`config.mk`:
```
export PLATFORM = sky130hd
export DESIGN_NAME = glyph_bitmap_text_renderer_unit
export DESIGN_NICKNAME = d
export VERILOG_FILES = /design/src/sv/gbr_pkg.sv /design/src/sv/gbr_front.sv /design/src/sv/gbr_queue.sv /design/src/sv/gbr_back.sv /design/src/sv/glyph_bitmap_text_renderer_unit.sv
export SDC_FILE = /design/constraint.sdc
export NUM_CORES = 1
export LEC_CHECK = 0
export BUFFER_PORTS_ARGS = -buffer_cell sky130_fd_sc_hd__buf_2
export CORE_MARGIN = 3
export CORE_UTILIZATION = 30
export CTS_BUF_LIST = sky130_fd_sc_hd__clkbuf_16
export DETAILED_ROUTE_END_ITERATION = 6
export SYNTH_ARGS = -nofsm -noshare
export SYNTH_HDL_FRONTEND = slang
export SYNTH_SLANG_ARGS = --single-unit
```
`constraint.sdc`:
```
create_clock -name clk -period 6.9 [get_ports clk]
set_input_delay 0.345 -clock clk [delete_from_list [all_inputs] [get_ports clk]]
set_output_delay 0.345 -clock clk [all_outputs]
set_load 0.005 [all_outputs]
```
`src/sv/gbr_pkg.sv`:
```
`timescale 1ns / 1ps
// ----------------------------------------------------------------------------
// gbr_pkg: shared types and constants of the glyph bitmap text renderer
// Holds the item codes, configuration register indexes, queue sizing and the
// work entry that travels from the front part to the pixel serializer.
// ----------------------------------------------------------------------------
package gbr_pkg;

  // Input item codes.
  localparam logic OP_BEGIN      = 1'b0;
  localparam logic OP_GLYPH_BYTE = 1'b1;

  // Configuration register indexes.
  localparam int unsigned CFG_IDX_W = 1;
  localparam logic [CFG_IDX_W-1:0] REG_GLYPH_HEIGHT  = 1'b0;
  localparam logic [CFG_IDX_W-1:0] REG_DRAWING_COLOR = 1'b1;

  // Work queue between the classifier and the serializer.
  localparam int unsigned QUEUE_DEPTH = 4;
  localparam int unsigned QPTR_W      = $clog2(QUEUE_DEPTH);
  localparam int unsigned QCNT_W      = $clog2(QUEUE_DEPTH + 1);

  // One bitmap byte that paints at least one on-screen pixel. The mask holds
  // only the bits that land on the screen. x_lo is the low ten bits of the
  // column of bit 0; bit l paints at x_lo - l.
  typedef struct packed {
    logic [7:0] mask;
    logic [9:0] x_lo;
    logic [9:0] y;
  } work_t;

  // Pen advance with saturation at the largest positive 16-bit value.
  function automatic logic [15:0] pen_advance(input logic [15:0] pen,
                                              input logic [7:0]  w);
    logic [16:0] nx;
    nx = {pen[15], pen} + {9'b0, w};
    if (!nx[16] && nx[15]) begin
      pen_advance = 16'h7FFF;
    end else begin
      pen_advance = nx[15:0];
    end
  endfunction

endpackage

```
`src/sv/gbr_front.sv`:
```
`timescale 1ns / 1ps
// ----------------------------------------------------------------------------
// gbr_front: item classifier and pen tracker
// Accepts begin items and glyph record bytes, keeps the pen and the glyph
// walk, and queues each bitmap byte that paints on-screen pixels.
// ----------------------------------------------------------------------------
module gbr_front #(
  parameter int SCREEN_W       = 1024,
  parameter int SCREEN_H       = 1024,
  parameter int MAX_GLYPH_ROWS = 64
) (
  input  logic                clk,
  input  logic                rst_n,
  input  logic                in_valid,
  input  logic                in_stall,
  input  logic                in_op,
  input  logic signed [15:0]  in_start_x,
  input  logic signed [15:0]  in_start_y,
  input  logic [7:0]          in_glyph_byte,
  input  logic [6:0]          glyph_height,
  output logic                push,
  output gbr_pkg::work_t      push_entry
);

  localparam logic signed [17:0] SCREEN_W_S = 18'(SCREEN_W);
  localparam logic signed [16:0] SCREEN_H_S = 17'(SCREEN_H);
  localparam logic [6:0]         ROW_LIMIT  = 7'(MAX_GLYPH_ROWS);

  logic [15:0] pen_x_r, pen_x_nxt;
  logic [15:0] pen_y_r, pen_y_nxt;
  logic [7:0]  cur_width_r, cur_width_nxt;
  logic [5:0]  row_index_r, row_index_nxt;
  logic [4:0]  byte_index_r, byte_index_nxt;
  logic        awaiting_r, awaiting_nxt;

  logic               accept;
  logic [6:0]         rows;
  logic [8:0]         width_plus7;
  logic [5:0]         per_row;
  logic [5:0]         byte_plus1;
  logic [6:0]         row_plus1;
  logic signed [17:0] base_x;
  logic signed [16:0] pix_y;
  logic               y_on;
  logic signed [17:0] bit_x [8];
  logic [7:0]         hit;

  assign accept      = in_valid && !in_stall;
  assign rows        = (glyph_height > ROW_LIMIT) ? ROW_LIMIT : glyph_height;
  assign width_plus7 = {1'b0, cur_width_r} + 9'd7;
  assign per_row     = width_plus7[8:3];
  assign byte_plus1  = {1'b0, byte_index_r} + 6'd1;
  assign row_plus1   = {1'b0, row_index_r} + 7'd1;

  // Column of bit 0 of the current byte, and the row of the current line.
  assign base_x = $signed({{2{pen_x_r[15]}}, pen_x_r}) + $signed({9'b0, byte_plus1, 3'b000});
  assign pix_y  = $signed({pen_y_r[15], pen_y_r}) + $signed({11'b0, row_index_r});
  assign y_on   = !pix_y[16] && (pix_y < SCREEN_H_S);

  always_comb begin
    for (int l = 0; l < 8; l++) begin
      bit_x[l] = base_x - 18'(l);
      hit[l]   = in_glyph_byte[l] && y_on && !bit_x[l][17] && (bit_x[l] < SCREEN_W_S);
    end
  end

  assign push = accept && (in_op == gbr_pkg::OP_GLYPH_BYTE) && !awaiting_r && (hit != 8'd0);
  assign push_entry.mask = hit;
  assign push_entry.x_lo = base_x[9:0];
  assign push_entry.y    = pix_y[9:0];

  always_comb begin
    pen_x_nxt      = pen_x_r;
    pen_y_nxt      = pen_y_r;
    cur_width_nxt  = cur_width_r;
    row_index_nxt  = row_index_r;
    byte_index_nxt = byte_index_r;
    awaiting_nxt   = awaiting_r;
    if (accept) begin
      if (in_op == gbr_pkg::OP_BEGIN) begin
        pen_x_nxt      = in_start_x;
        pen_y_nxt      = in_start_y;
        awaiting_nxt   = 1'b1;
        row_index_nxt  = '0;
        byte_index_nxt = '0;
      end else if (awaiting_r) begin
        cur_width_nxt  = in_glyph_byte;
        row_index_nxt  = '0;
        byte_index_nxt = '0;
        if ((in_glyph_byte == 8'd0) || (rows == 7'd0)) begin
          // An empty glyph finishes on its width byte.
          pen_x_nxt = gbr_pkg::pen_advance(pen_x_r, in_glyph_byte);
        end else begin
          awaiting_nxt = 1'b0;
        end
      end else if (byte_plus1 >= per_row) begin
        byte_index_nxt = '0;
        if (row_plus1 >= rows) begin
          pen_x_nxt     = gbr_pkg::pen_advance(pen_x_r, cur_width_r);
          awaiting_nxt  = 1'b1;
          row_index_nxt = '0;
        end else begin
          row_index_nxt = row_plus1[5:0];
        end
      end else begin
        byte_index_nxt = byte_plus1[4:0];
      end
    end
  end

  always_ff @(posedge clk) begin
    if (!rst_n) begin
      pen_x_r      <= '0;
      pen_y_r      <= '0;
      cur_width_r  <= '0;
      row_index_r  <= '0;
      byte_index_r <= '0;
      awaiting_r   <= 1'b1;
    end else begin
      pen_x_r      <= pen_x_nxt;
      pen_y_r      <= pen_y_nxt;
      cur_width_r  <= cur_width_nxt;
      row_index_r  <= row_index_nxt;
      byte_index_r <= byte_index_nxt;
      awaiting_r   <= awaiting_nxt;
    end
  end

endmodule

```
`src/sv/gbr_queue.sv`:
```
`timescale 1ns / 1ps
// ----------------------------------------------------------------------------
// gbr_queue: work queue between classifier and serializer
// A small circular buffer of work entries with a fill count.
// ----------------------------------------------------------------------------
module gbr_queue (
  input  logic           clk,
  input  logic           rst_n,
  input  logic           push,
  input  gbr_pkg::work_t push_entry,
  input  logic           pop,
  output gbr_pkg::work_t head,
  output logic           empty,
  output logic           full
);

  gbr_pkg::work_t                  slot_r [gbr_pkg::QUEUE_DEPTH];
  logic [gbr_pkg::QPTR_W-1:0]      wr_ptr_r, rd_ptr_r;
  logic [gbr_pkg::QCNT_W-1:0]      count_r;
  logic                            do_push, do_pop;

  assign empty   = (count_r == '0);
  assign full    = (count_r == gbr_pkg::QCNT_W'(gbr_pkg::QUEUE_DEPTH));
  assign do_push = push && !full;
  assign do_pop  = pop && !empty;
  assign head    = slot_r[rd_ptr_r];

  always_ff @(posedge clk) begin
    if (do_push) begin
      slot_r[wr_ptr_r] <= push_entry;
    end
  end

  always_ff @(posedge clk) begin
    if (!rst_n) begin
      wr_ptr_r <= '0;
      rd_ptr_r <= '0;
      count_r  <= '0;
    end else begin
      if (do_push) begin
        wr_ptr_r <= wr_ptr_r + gbr_pkg::QPTR_W'(1);
      end
      if (do_pop) begin
        rd_ptr_r <= rd_ptr_r + gbr_pkg::QPTR_W'(1);
      end
      if (do_push && !do_pop) begin
        count_r <= count_r + gbr_pkg::QCNT_W'(1);
      end else if (do_pop && !do_push) begin
        count_r <= count_r - gbr_pkg::QCNT_W'(1);
      end
    end
  end

endmodule

```
`src/sv/gbr_back.sv`:
```
`timescale 1ns / 1ps
// ----------------------------------------------------------------------------
// gbr_back: pixel serializer
// Walks the set bits of each queued byte from bit 0 upward and presents one
// pixel per cycle in the output register while out_stall is low.
// ----------------------------------------------------------------------------
module gbr_back (
  input  logic           clk,
  input  logic           rst_n,
  input  gbr_pkg::work_t head,
  input  logic           empty,
  output logic           pop,
  input  logic           out_stall,
  output logic           out_valid,
  output logic [9:0]     out_pixel_x,
  output logic [9:0]     out_pixel_y,
  output logic           out_last
);

  function automatic logic [2:0] lowest_bit(input logic [7:0] m);
    lowest_bit = 3'd0;
    for (int i = 7; i >= 0; i--) begin
      if (m[i]) begin
        lowest_bit = 3'(i);
      end
    end
  endfunction

  logic [7:0] cur_mask_r;
  logic [9:0] cur_x_r, cur_y_r;
  logic       out_valid_r;
  logic [9:0] out_x_r, out_y_r;
  logic       out_last_r;

  logic       busy, adv, emit, load;
  logic [7:0] rest;
  logic [2:0] bit_l;

  assign busy  = (cur_mask_r != 8'd0);
  assign adv   = !out_valid_r || !out_stall;
  assign emit  = adv && busy;
  assign rest  = cur_mask_r & (cur_mask_r - 8'd1);
  assign bit_l = lowest_bit(cur_mask_r);
  // Load the next byte as soon as the current one has shown its final pixel.
  assign load  = !empty && (!busy || (emit && (rest == 8'd0)));
  assign pop   = load;

  always_ff @(posedge clk) begin
    if (load) begin
      cur_x_r <= head.x_lo;
      cur_y_r <= head.y;
    end
    if (emit) begin
      out_x_r    <= cur_x_r - {7'b0, bit_l};
      out_y_r    <= cur_y_r;
      out_last_r <= (rest == 8'd0);
    end
  end

  always_ff @(posedge clk) begin
    if (!rst_n) begin
      cur_mask_r  <= '0;
      out_valid_r <= 1'b0;
    end else begin
      if (load) begin
        cur_mask_r <= head.mask;
      end else if (emit) begin
        cur_mask_r <= rest;
      end
      if (adv) begin
        out_valid_r <= busy;
      end
    end
  end

  assign out_valid   = out_valid_r;
  assign out_pixel_x = out_x_r;
  assign out_pixel_y = out_y_r;
  assign out_last    = out_last_r;

endmodule

```
`src/sv/glyph_bitmap_text_renderer_unit.sv`:
```
`timescale 1ns / 1ps
// ----------------------------------------------------------------------------
// glyph_bitmap_text_renderer_unit: glyph records to clipped pixel writes
// Front part tracks the pen and glyph walk, a work queue decouples it from a
// serializer that emits one pixel per cycle unless stalled, in the drawing color.
// ----------------------------------------------------------------------------
//
//   Channel  Direction  Handshake            Payload
//   in_      input      in_valid/in_stall    op, start_x, start_y, glyph_byte
//   out_     output     out_valid/out_stall  pixel_x, pixel_y, red, green, blue, last
//   cfg_     input      cfg_valid/cfg_ready  index, data (ready is always high)
//
// An input transfer is taken whenever the four-entry work queue has room.
// A bitmap byte with n on-screen pixels yields n pixel writes (one to eight);
// other items add no work. With the serializer idle, a byte passes through the
// work queue and the current-byte register before its first pixel is presented.
// Synchronous reset clears pen, glyph walk, queue and output, with glyph_height
// 10 and drawing_color 0. A held out_stall fills the queue and raises in_stall.
// ----------------------------------------------------------------------------
module glyph_bitmap_text_renderer_unit #(
  parameter int SCREEN_W       = 1024,
  parameter int SCREEN_H       = 1024,
  parameter int MAX_GLYPH_ROWS = 64
) (
  input  logic                             clk,
  input  logic                             rst_n,
  input  logic                             in_valid,
  output logic                             in_stall,
  input  logic                             in_op,
  input  logic signed [15:0]               in_start_x,
  input  logic signed [15:0]               in_start_y,
  input  logic [7:0]                       in_glyph_byte,
  output logic                             out_valid,
  input  logic                             out_stall,
  output logic [9:0]                       out_pixel_x,
  output logic [9:0]                       out_pixel_y,
  output logic [7:0]                       out_red,
  output logic [7:0]                       out_green,
  output logic [7:0]                       out_blue,
  output logic                             out_last,
  input  logic                             cfg_valid,
  output logic                             cfg_ready,
  input  logic [gbr_pkg::CFG_IDX_W-1:0]    cfg_index,
  input  logic [23:0]                      cfg_data
);

  logic [6:0]     glyph_height_r;
  logic [23:0]    drawing_color_r;

  logic           push, pop, q_empty, q_full;
  gbr_pkg::work_t push_entry, head;

  // Configuration registers. The user must write them only while the block is
  // idle; the block does not enforce this, and both sides read them directly.
  assign cfg_ready = 1'b1;

  always_ff @(posedge clk) begin
    if (!rst_n) begin
      glyph_height_r  <= 7'd10;
      drawing_color_r <= '0;
    end else if (cfg_valid && cfg_ready) begin
      unique case (cfg_index)
        gbr_pkg::REG_GLYPH_HEIGHT:  glyph_height_r  <= cfg_data[6:0];
        gbr_pkg::REG_DRAWING_COLOR: drawing_color_r <= cfg_data;
        default: begin
        end
      endcase
    end
  end

  // The input side only waits when the work queue is full.
  assign in_stall = q_full;

  gbr_front #(
    .SCREEN_W       (SCREEN_W),
    .SCREEN_H       (SCREEN_H),
    .MAX_GLYPH_ROWS (MAX_GLYPH_ROWS)
  ) u_front (
    .clk           (clk),
    .rst_n         (rst_n),
    .in_valid      (in_valid),
    .in_stall      (in_stall),
    .in_op         (in_op),
    .in_start_x    (in_start_x),
    .in_start_y    (in_start_y),
    .in_glyph_byte (in_glyph_byte),
    .glyph_height  (glyph_height_r),
    .push          (push),
    .push_entry    (push_entry)
  );

  gbr_queue u_queue (
    .clk        (clk),
    .rst_n      (rst_n),
    .push       (push),
    .push_entry (push_entry),
    .pop        (pop),
    .head       (head),
    .empty      (q_empty),
    .full       (q_full)
  );

  gbr_back u_back (
    .clk         (clk),
    .rst_n       (rst_n),
    .head        (head),
    .empty       (q_empty),
    .pop         (pop),
    .out_stall   (out_stall),
    .out_valid   (out_valid),
    .out_pixel_x (out_pixel_x),
    .out_pixel_y (out_pixel_y),
    .out_last    (out_last)
  );

  // Every pixel carries the current drawing color.
  assign out_red   = drawing_color_r[23:16];
  assign out_green = drawing_color_r[15:8];
  assign out_blue  = drawing_color_r[7:0];

endmodule

```
==> results.cfg <==
[outcome]
status = finished clean

[setup_path]
worstSetupStartpointType = flip-flop
cp.buffers_inverters = 1
crit_fanout = 10
r2r_start = u_front.byte_index_r[0]
crit_arrival_ns = 5.34
reg2reg_to = u_queue.count_r[2]
crit_path_frequent_cell = ha_1
crit_start = u_front.byte_index_r[0]
r2r_slack_ns = 2.04
crit_required_ns = 7.38
cpLargestDelayFamily = compound AO/OA/AOI/OAI gates
crit_path_top_delay_cell = or4b_1
crit_end = u_queue.count_r[2]
endpoint_kind = flip-flop
path_cells = ha_1 > nand3_1 > xnor2_1 > ha_1 > a211oi_1 > o21ai_1 > mux2i_1 > o311ai_1 > nand2b_1 > or4b_1 > a21o_1 > a21boi_2 > ha_1 > inv_1 > fa_1 > xor2_1 > or3_1 > a21oi_1
ff2ff_path_depth = 18
path_depth = 18
worstSetupPathType = reg2reg
critPathMaxStageDelay_ns = 0.64

[route]
wl_mm = 30.18
via_per_inst = 4.972
drt_first_pass_iters = 5
vias = 8994
met1_length_mm = 14.16
route.detailed.drc = 0
route.met3.wl_mm = 1.284
drt_iter0_drc = 492
ant_nets = 0
routed.top_layer = met4
met2_length_mm = 13.99
avgRoutedWirePerCell_um = 16.68

[synth]
synth.top_cell.area_share_pct = 36.79
synthArstFlopShare_pct = 0
synth.distinct_cells = 81
yosys-top-cells-area = edfxtp_1 37%, dfxtp_1 16%, ha_1 5.1%
seq_area_frac_synth_pct = 52.98
yosys_warnings = 0
syn_inst = 1142
netlist_area_sq_um = 12490
synth_edf_count = 153
synth-main-ff-cell = edfxtp_1
synth_largest_area_cell = edfxtp_1
syn_area_per_cell_sq_um = 10.94
ys_ff_latch = 254
syn_nets = 1270

[floorplan]
start_util_pct = 30.45
num_rows = 74
io_pins = 119
die_y_um = 210.0
core_sq_um = 41020
die-area_sq_um = 44120
fp.dieW_um = 210.0

[pwr]
power_density_nw_per_um2 = 335.9
switching_share_pct = 31.58
intPower_mw = 3.358
switching_power_mw = 1.550
peakVddDrop_v = 0.0001979
pwr-share-comb_pct = 25.8
power_frac_clock_pct = 30.9
leakage_nw = 5.457
p_seq_share_pct = 43.3
power_mw = 4.908

[sta]
drv_slew = 0
skew_ns = 0.03031
finalHoldViolCount = 0
rsz0062_at_grt = false
final.period_utilization_pct = 70.44
relSlewSlack_pct = 23.48
fin_crit_ns = 4.860
fin_tns_setup_ns = 0
worstMarginPinSlew_ns = 1.144
finalSetupViolCount = 0
fin_hold_ws_ns = 0.02245
fin_ws_ns = 2.040
fmax_mhz = 205.7

[cts]
clock-root-buffer = clkbuf_16
numCtsBuffers = 29
path_clk_slew_ns = 0.06
cts_num_sinks = 254
max-clock-path-buffers = 3
clock_latency_ns = 0.56
htree_levels = 1
cts_tree = yes

[final_layout]
final_nets = 1382
fin_area_sq_um = 14610
n_antenna_cell = 0
layout_commonest_cell = nand2_1
layout.cells.non_filler = 1809
final_cell_mix = 167 x nand2_1, 153 x edfxtp_1, 117 x buf_2, 100 x dfxtp_1, 90 x a21oi_1
areaGrowthSynthToFinish_pct = 17.01
final_util_pct = 35.63
drive_gt1_share_pct = 17.62
fillers = 4048

[worst_hold_path]
min_path_type = in2reg
min_path_cells = 3

[global_routing]
grt_pass1_wl_mm = 48.00
overflow = 0
grt_start_max_net_pins = 62
grt_antenna_before_repair = 0
grt_usage_pct = 13.37
grt_pass1_vias = 8802

[job]
cap_violations = 0

[placement]
gp_congestion = 0.8760
placed_area_sq_um = 13620
pre_cts_ws_ns = 2.083
dp.cells = 1750
place_hpwl_mm = 21.59
io_buffer_count = 117
==> state kept, by name, indices dropped and copies added, names as in the netlist, 10 cells and up, named ones only <==
signal and count:
u_queue.slot_r 112, u_front.pen_x_r 16, drawing_color_r 24, u_back.cur_y_r 10
u_front.pen_y_r 16, u_back.out_pixel_y 10, u_back.cur_x_r 10, u_back.out_pixel_x 10
==> worst register-to-register path: cells and delay by family (launching register included) <==
family                     cells  cell delay (ns)
buffers and inverters          1             0.07
DFF                            1             0.38
adders and majority gates      4             1.20
xor gates and xnor gates       2             0.45
muxes                          1             0.19
and+or+nand+nor                4             1.23
AOI/OAI and AO/OA              6             1.27
==> power groups by stage <==
stage	sequential, mW	combinational (mW)	clock [mW]
floorplan	2.08	0.951	0
global placement	2.16	1.26	0
detailed placement	2.16	1.28	0
CTS	2.13	1.29	1.56
global route	2.16	1.44	1.62
finish	2.13	1.27	1.52
==> worst min path at each step <==
stage	from	endpoint
floorplan	u_back.cur_y_r[0]	u_back.out_pixel_y[0]
global placement	u_back.cur_y_r[3]	u_back.out_pixel_y[3]
detailed placement	u_back.cur_y_r[4]	u_back.out_pixel_y[4]
CTS	cfg_data[16]	drawing_color_r[16]
global route	cfg_data[9]	drawing_color_r[9]
finish	cfg_data[9]	drawing_color_r[9]
==> cell type report <==
type | instances | area (sq um) | share of cell area [%]
sequential | 254 | 6618 | 45.28
tap | 532 | 665.6 | 4.555
clock buffer | 29 | 725.7 | 4.966
clock inverter | 25 | 222.7 | 1.524
timing repair buffer | 127 | 673.1 | 4.606
multi-input combinational | 801 | 5555 | 38.01
inverter | 41 | 153.9 | 1.053
==> synthesized netlist by cell type, drive strengths merged (13+ instances only) <==
cell type,number
inv,40
dfxtp,101
nor3,25
xnor2,31
ha,51
o21ai,51
xor2,24
nor2b,17
clkbuf,37
mux4,28
nand2,168
a22oi,13
o21a,13
nand3,29
nor2,78
a21oi,93
edfxtp,153
==> repair_timing <==
| action | CTS | global route |
|---|---|---|
| setup buffers | 0 | 0 |
| endpoints found under the hold margin | 5 | 0 |
| hold buffers | 5 | 0 |
| gates resized for setup | 0 | 0 |
==> cells by family (layout without fill, tap and decap cells) <==
| group | after synthesis | after routing | share of synthesized area [%] |
|---|---|---|---|
| muxes | 39 | 39 | 5.941 |
| adders and majority gates | 59 | 59 | 6.231 |
| AOI/OAI and AO/OA | 263 | 263 | 14.09 |
| xor gates and xnor gates | 55 | 55 | 3.917 |
| DFF | 254 | 254 | 52.98 |
| and+or+nand+nor | 384 | 384 | 14.14 |
| other | 1 | 1 | 0.03003 |
| buffers and inverters | 87 | 222 | 2.685 |
==> per-layer routing <==
layer,GRT usage [%],vias up
met4,3.418,0
met5,0,-
met3,2.366,55
met2,22.27,185
li1,-,4425
met1,18.19,4329
No activity file was read; power rests on OpenSTA's default activity.
